$ cat config.mk
export PLATFORM = sky130hd
export DESIGN_NAME = bdw_basis
export DESIGN_NICKNAME = d
export VERILOG_FILES = /design/src/sv/bdw_pkg.sv /design/src/sv/bdw_basis.sv
export SDC_FILE = /design/constraint.sdc
export NUM_CORES = 2
export LEC_CHECK = 0
export ABC_AREA = 1
export BUFFER_PORTS_ARGS = -buffer_cell sky130_fd_sc_hd__buf_2
export CORE_ASPECT_RATIO = 1.1
export CORE_MARGIN = 5
export CORE_UTILIZATION = 68
export CTS_CLUSTER_DIAMETER = 200
export DETAILED_ROUTE_END_ITERATION = 10
export PLACE_DENSITY = 0.85
export RECOVER_POWER = 100
export SKIP_CTS_REPAIR_TIMING = 1
export SYNTH_ARGS = -nofsm -noshare
export SYNTH_HDL_FRONTEND = slang
export SYNTH_SLANG_ARGS = --single-unit
$ cat constraint.sdc
create_clock -name clk -period 13.13 [get_ports clk]
set_input_delay 1.313 -clock clk [delete_from_list [all_inputs] [get_ports clk]]
set_output_delay 1.313 -clock clk [all_outputs]
set_load 0.03 [all_outputs]
$ cat src/sv/bdw_pkg.sv
package bdw_pkg;

    localparam int GRID_CELLS = 9;
    localparam int DEGREE     = 3;
    localparam int ROW        = GRID_CELLS + DEGREE;
    localparam int STORE      = ROW * ROW;
    localparam int NB         = DEGREE + 1;
    // weights are spread over 4x4 banks by (row mod 4, col mod 4)
    localparam int BW         = (ROW + 3) / 4;
    localparam int BDEPTH     = BW * BW;
    localparam int BAW        = (BDEPTH > 1) ? $clog2(BDEPTH) : 1;

    localparam int WW   = 24;
    localparam int PXW  = 16;
    localparam int UW   = 29;
    localparam int KW   = UW - 16;
    localparam int IW   = KW + 1;
    localparam int BASW = 17;
    localparam int PPW  = 2 * BASW;
    localparam int PW   = WW + PPW + 1;
    localparam int SW   = PW + 4;

    localparam logic FUNC_WRITE  = 1'b0;
    localparam logic FUNC_POINT  = 1'b1;
    localparam logic CFG_X_SCALE = 1'b0;
    localparam logic CFG_Y_SCALE = 1'b1;

    typedef logic [BAW-1:0] baddr_t;
    typedef logic [NB-1:0][BASW-1:0] bvec_t;
    typedef logic [NB-1:0][NB-1:0][WW-1:0] wgrid_t;

    typedef struct packed {
        logic          en;
        logic          axis;
        logic [1:0]    brow;
        logic [1:0]    bcol;
        baddr_t        addr;
        logic [WW-1:0] value;
    } wr_req_t;

endpackage

$ cat src/sv/bdw_basis.sv
module bdw_basis (
    input  logic           clk,
    input  logic           en,
    input  logic [15:0]    t,
    output bdw_pkg::bvec_t b
);
    import bdw_pkg::*;

    localparam int NW = 54;
    localparam logic signed [NW-1:0] T3  = NW'(1) << 48;
    localparam logic signed [NW-1:0] RND3 = NW'(3) << 32;
    localparam logic signed [NW-1:0] T2  = NW'(1) << 32;
    localparam logic signed [NW-1:0] RND2 = NW'(1) << 16;

    logic [15:0] t1_reg;
    logic [31:0] sq1_reg;
    logic [15:0] t2_reg;
    logic [31:0] sq2_reg;
    logic [47:0] cu2_reg;
    bvec_t       b_reg;
    bvec_t       b_next;

    always_ff @(posedge clk)
    begin
        if (en)
        begin
            t1_reg  <= t;
            sq1_reg <= 32'(t) * 32'(t);
            t2_reg  <= t1_reg;
            sq2_reg <= sq1_reg;
            cu2_reg <= 48'(sq1_reg) * 48'(t1_reg);
            b_reg   <= b_next;
        end
    end

    always_comb
    begin
        logic signed [NW-1:0] tt;
        logic signed [NW-1:0] sq;
        logic signed [NW-1:0] cu;
        logic signed [NW-1:0] num;
        logic [19:0]          xq;
        logic [39:0]          prod;
        int                   j;
        tt = NW'(t2_reg);
        sq = NW'(sq2_reg);
        cu = NW'(cu2_reg);
        for (int m = 0; m < NB; m++)
        begin
            j = DEGREE - m;
            num = '0;
            xq = '0;
            prod = '0;
            b_next[m] = '0;
            if (DEGREE == 3)
            begin
                case (j)
                    0:       num = cu;
                    1:       num = -3 * cu + 3 * (sq <<< 16) + 3 * (tt <<< 32) + T3;
                    2:       num = 3 * cu - 6 * (sq <<< 16) + 4 * T3;
                    default: num = T3 - 3 * (tt <<< 32) + 3 * (sq <<< 16) - cu;
                endcase
                // divide by 6 * 2^32: shift, then reciprocal of 6
                xq = 20'((num + RND3) >>> 32);
                prod = 40'(xq) * 40'(349526);
                b_next[m] = BASW'(prod >> 21);
            end
            else if (DEGREE == 2)
            begin
                case (j)
                    0:       num = sq;
                    1:       num = -2 * sq + 2 * (tt <<< 16) + T2;
                    default: num = T2 - 2 * (tt <<< 16) + sq;
                endcase
                b_next[m] = BASW'((num + RND2) >>> 17);
            end
            else
            begin
                case (j)
                    0:       b_next[m] = BASW'(t2_reg);
                    default: b_next[m] = BASW'(17'h10000 - 17'(t2_reg));
                endcase
            end
        end
    end

    assign b = b_reg;

endmodule

# Yosys cells after proc, flatten, opt, wreduce, memory -nomap -nowiden
# Index checks and enable logic that the tools add are counted.
classes:
  add_sub_neg: 12
  n_mul: 11
ops:
  columns: ["op", "count"]
  rows:
  - ["$add 52x35->52 const B", 3]
  - ["$add 52x51->52", 3]
  - ["$mul 20x18->37 const B", 4]
  - ["$mul 2x32->34 const A", 2]
  - ["$add 52x50->52 const B", 1]
  - ["$add 52x52->52 const B", 1]
  - ["$mul 3x49->52 const A", 1]
  - ["$sub 50x51->52", 1]
  - ["$sub 52x49->52", 1]
  - ["$sub 49x50->51 const A", 1]
  - ["$mul 2x48->50 const A", 1]
  - ["$add 48x34->49 const B", 1]
  - ["$mul 32x16->48", 1]
  - ["$mul 16x16->32", 1]
  - ["$mul 2x16->18 const A", 1]
word_totals:
  regBits: 212
  in_bits: 18
  wordCells: 32

# Longest topological paths before layout
logic_depth:
  ltp_word: 6
  ltp_mapped: 52
  mapped_depth_nobuf: 52

# Worst setup path after synthesis
# Ideal clock, no wire load.
synth_timing:
  path_type: "register to register"
  start: "reg sq2_reg[2]"
  end: "reg b_reg, in the netlist b[49], data pin"
  setup_time_ns: 0.257
  arrival_time_ns: 9.164
  required_time_ns: 12.873
  slack_ns: 3.709
  stages_incl_launch_ff: 45
  path_buffers: 0
  path_cell_list: "edfxtp_1 inv_1 fa_1 inv_1 nand2_1 nand2_1 o21ai_0 o21ai_1 nand3_1 nand2_1 a21oi_1 o21bai_2 xor2_1 ha_1 fa_1 inv_1 fa_1 inv_1 (+9 left out) ha_1 ha_1 inv_1 fa_1 inv_1 fa_1 fa_1 inv_1 fa_1 inv_1 ha_1 a21oi_1 inv_1 a31oi_1 o21ai_0 a21oi_1 nand2_1 xor2_1"
synth_lines:
  columns: ["element", "line_no", "rtl"]
  rows:
  - ["start: declaration", "bdw_basis.sv:18", "logic [31:0] sq2_reg;"]
  - ["start signal: assignment", "bdw_basis.sv:30", "sq2_reg <= sq1_reg;"]
  - ["end signal: assignment", "bdw_basis.sv:32", "b_reg <= b_next;"]
  - ["end: declaration", "bdw_basis.sv:20", "bvec_t b_reg;"]

==> run_results.csv <==
group,metric,value,unit
synth,ys.flop_type,"edfxtp_1",
sta,setup_tns,0,ns
clock_tree,cts_buffers,26,
die,ios,86,
critical_path,cp_data_required_time,13.46,ns
synth,ys_types,56,
die,die_w,322,µm
sta,maxSlewViolCount,666,
critical_path,worst-r2r-setup-slack,1.78,ns
critical_path,slowest_delay,0.67,ns
detailed_routing,drt_iter0_markers,4717,
min_path,min_path_type,"reg2reg",
placement,portBuffers,83,
die,num_rows,126,
clock_tree,cts_tree,"yes",
sta,fin_skew,0.0631,ns
critical_path,critPathArrivalTime,11.68,ns
detailed_routing,wl,218000,µm
critical_path,critPathLaunchType,"register",
detailed_routing,ant_nets,0,
cells_and_area,area_delta_synth_final,3.60,%
die,start_util,68.3,%
cells_and_area,layout_common_cells,"inv_1, nand2_1, ha_1",
critical_path,cp.depth,41,
clock_tree,cts_sinks,205,
clock_tree,cts-root-buf,"clkbuf_16",
detailed_routing,viasPerCell,5.77,
clock_tree,clockBufferDepth,3,
synth,syn_area,0.0730,mm²
sta,worst_slew_pin_slew,3.92,ns
sta,min_period,11.35,ns
die,fp.dieH,354,µm
critical_path,crit_family,"adder cells",
grt,grt_pass1_wl,347000,µm
critical_path,path_class,"reg2reg",
critical_path,end_kind,"register",
sta,rsz0062_at_grt,"no",
clock_tree,clk_latency,0.63,ns
critical_path,crit_end,"b[41]$_DFFE_PP_",
critical_path,r2r_end,"b[41]$_DFFE_PP_",
grt,grtUsageTotal,38.7,%
clock_tree,path_clk_slew,0.07,ns
synth,syn_area_per_cell,7.94,µm²
run,drv_cap,20,
placement,gp_congestion,1.07,
synth,ys_seq_area_share,8.44,%
critical_path,crit_start,"sq2_reg[2]$_DFFE_PP_",
synth,synth_edf_count,205,
synth,synth.yosys.warnings,0,
critical_path,worst-path-max-fanout,5,
grt,antenna_found_initial,2,
critical_path,r2r_start,"sq2_reg[2]$_DFFE_PP_",
die,coreArea,0.107,mm²
detailed_routing,dr.pass1.iters,10,
die,floorplan.die_area,0.114,mm²
sta,hold_violations,0,
grt,grt_max_degree,74,
cells_and_area,fin_util,70.7,%
cells_and_area,nNetsFinal,11590,
critical_path,cpMostUsedCell,"nand2_1",
clock_tree,cts_htree_levels,1,
grt,grt_pass1_vias,66142,
sta,fmax,88.1,MHz
synth,ys_ff_latch,205,
sta,setup_viol,0,
synth,synth_cells,9186,
cells_and_area,largest_reg_flops,66,
run_status,status,"complete, but fails checks",
cells_and_area,final_layout_size_suffix_gt1_share,1.22,%
detailed_routing,wl_per_cell,20.5,µm
critical_path,path_buf_inv,6,
synth,async_flop_share,0,%
detailed_routing,vias,61401,
sta,worst_slew_margin_rel,-162,%
cells_and_area,final_common_cell,"inv_1",
placement,dp_hpwl,189000,µm
critical_path,slowest_stage,"o21ai_0",
run_status,failed_checks,"capacitance limit, slew limit",
detailed_routing,drc,0,
critical_path,rr_worst_depth,41,
cells_and_area,fill_cells,8532,
grt,grt_overflow,0,
sta,post-route-period-util,86.4,%
worst register-to-register path, delay by kind of cell (launching register included):
family	cells	cell delay, ns
adders and majority gates	12	5.30
and+or+nand+nor	14	2.21
AOI/OAI and AO/OA	7	2.14
xor gates and xnor gates	2	0.59
DFF	1	0.44
buffers and inverters	6	0.38
worst min-delay path by stage:
stage | to | cells after the start | slack, ns | from
6_report | t2_reg[12]$_DFFE_PP_ | 0 | 0.45 | t1_reg[12]$_DFFE_PP_
5_1_grt | t2_reg[10]$_DFFE_PP_ | 0 | 0.47 | t1_reg[10]$_DFFE_PP_
4_1_cts | t2_reg[8]$_DFFE_PP_ | 0 | 0.45 | t1_reg[8]$_DFFE_PP_
3_5_place_dp | t2_reg[12]$_DFFE_PP_ | 0 | 0.44 | t1_reg[12]$_DFFE_PP_
3_3_place_gp | t2_reg[12]$_DFFE_PP_ | 0 | 0.43 | t1_reg[12]$_DFFE_PP_
2_1_floorplan | sq2_reg[10]$_DFFE_PP_ | 0 | 0.42 | sq1_reg[10]$_DFFE_PP_
metal layers:
metal	track usage [%]	wire (µm)	up-vias	part of all wire, %
li1	-	-	28142	-
met1	45.8	80100	29442	37
met2	67.8	107000	2923	49
met3	6.08	16700	894	7.6
met4	20.6	15200	0	6.9
met5	0	0	-	0
logic make-up after synthesis:
logic type / synth area share (%)
buffers and inverters: 13.6
and+or+nand+nor: 15.7
xor gates and xnor gates: 2.80
adders and majority gates: 52.2
AOI/OAI and AO/OA: 7.25
other: 0.0103
DFF: 8.44
synthesized netlist by cell type, types with 69 or more instances:
cell,number,share of area [%]
nand3_1,224,1.5
nor3_1,73,0.50
nand4_1,73,0.63
clkbuf_1,134,0.69
xnor2_1,69,0.83
o21ai_0,240,1.6
ha_1,1234,21
edfxtp_1,205,8.4
inv_1,2501,13
nand2_1,1790,9.2
a21oi_1,459,3.1
fa_1,1133,31
nor2_1,527,2.7
xor2_1,162,1.9
per-stage QoR:
stage / instance area, µm² / setup WS, ns / hold WS [ns] / cells
after floorplan: 73000 / 3.71 / 0.424 / 9193
final: 75600 / 1.78 / 0.453 / 10637
after global routing: 75600 / 1.17 / 0.474 / 10633
after CTS: 75800 / 2.09 / 0.453 / 10633
after detailed placement: 74900 / 2.16 / 0.438 / 10585
after global placement: 74900 / 2.32 / 0.432 / 10585
area by class of cell:
| class | instances | area, µm² | share of cell area (%) |
|---|---|---|---|
| timing repair buffer | 123 | 499 | 0.660 |
| antenna | 4 | 10.0 | 0.0132 |
| clock inverter | 22 | 235 | 0.311 |
| multi-input combinational | 6345 | 56900 | 75.2 |
| clock buffer | 26 | 651 | 0.861 |
| sequential | 205 | 6160 | 8.14 |
| tap | 1408 | 1760 | 2.33 |
| inverter | 2504 | 9400 | 12.4 |
Power is left out: the tool's default activity adds up to more than one toggle a clock period on the data nets, which glitch-free logic cannot reach.
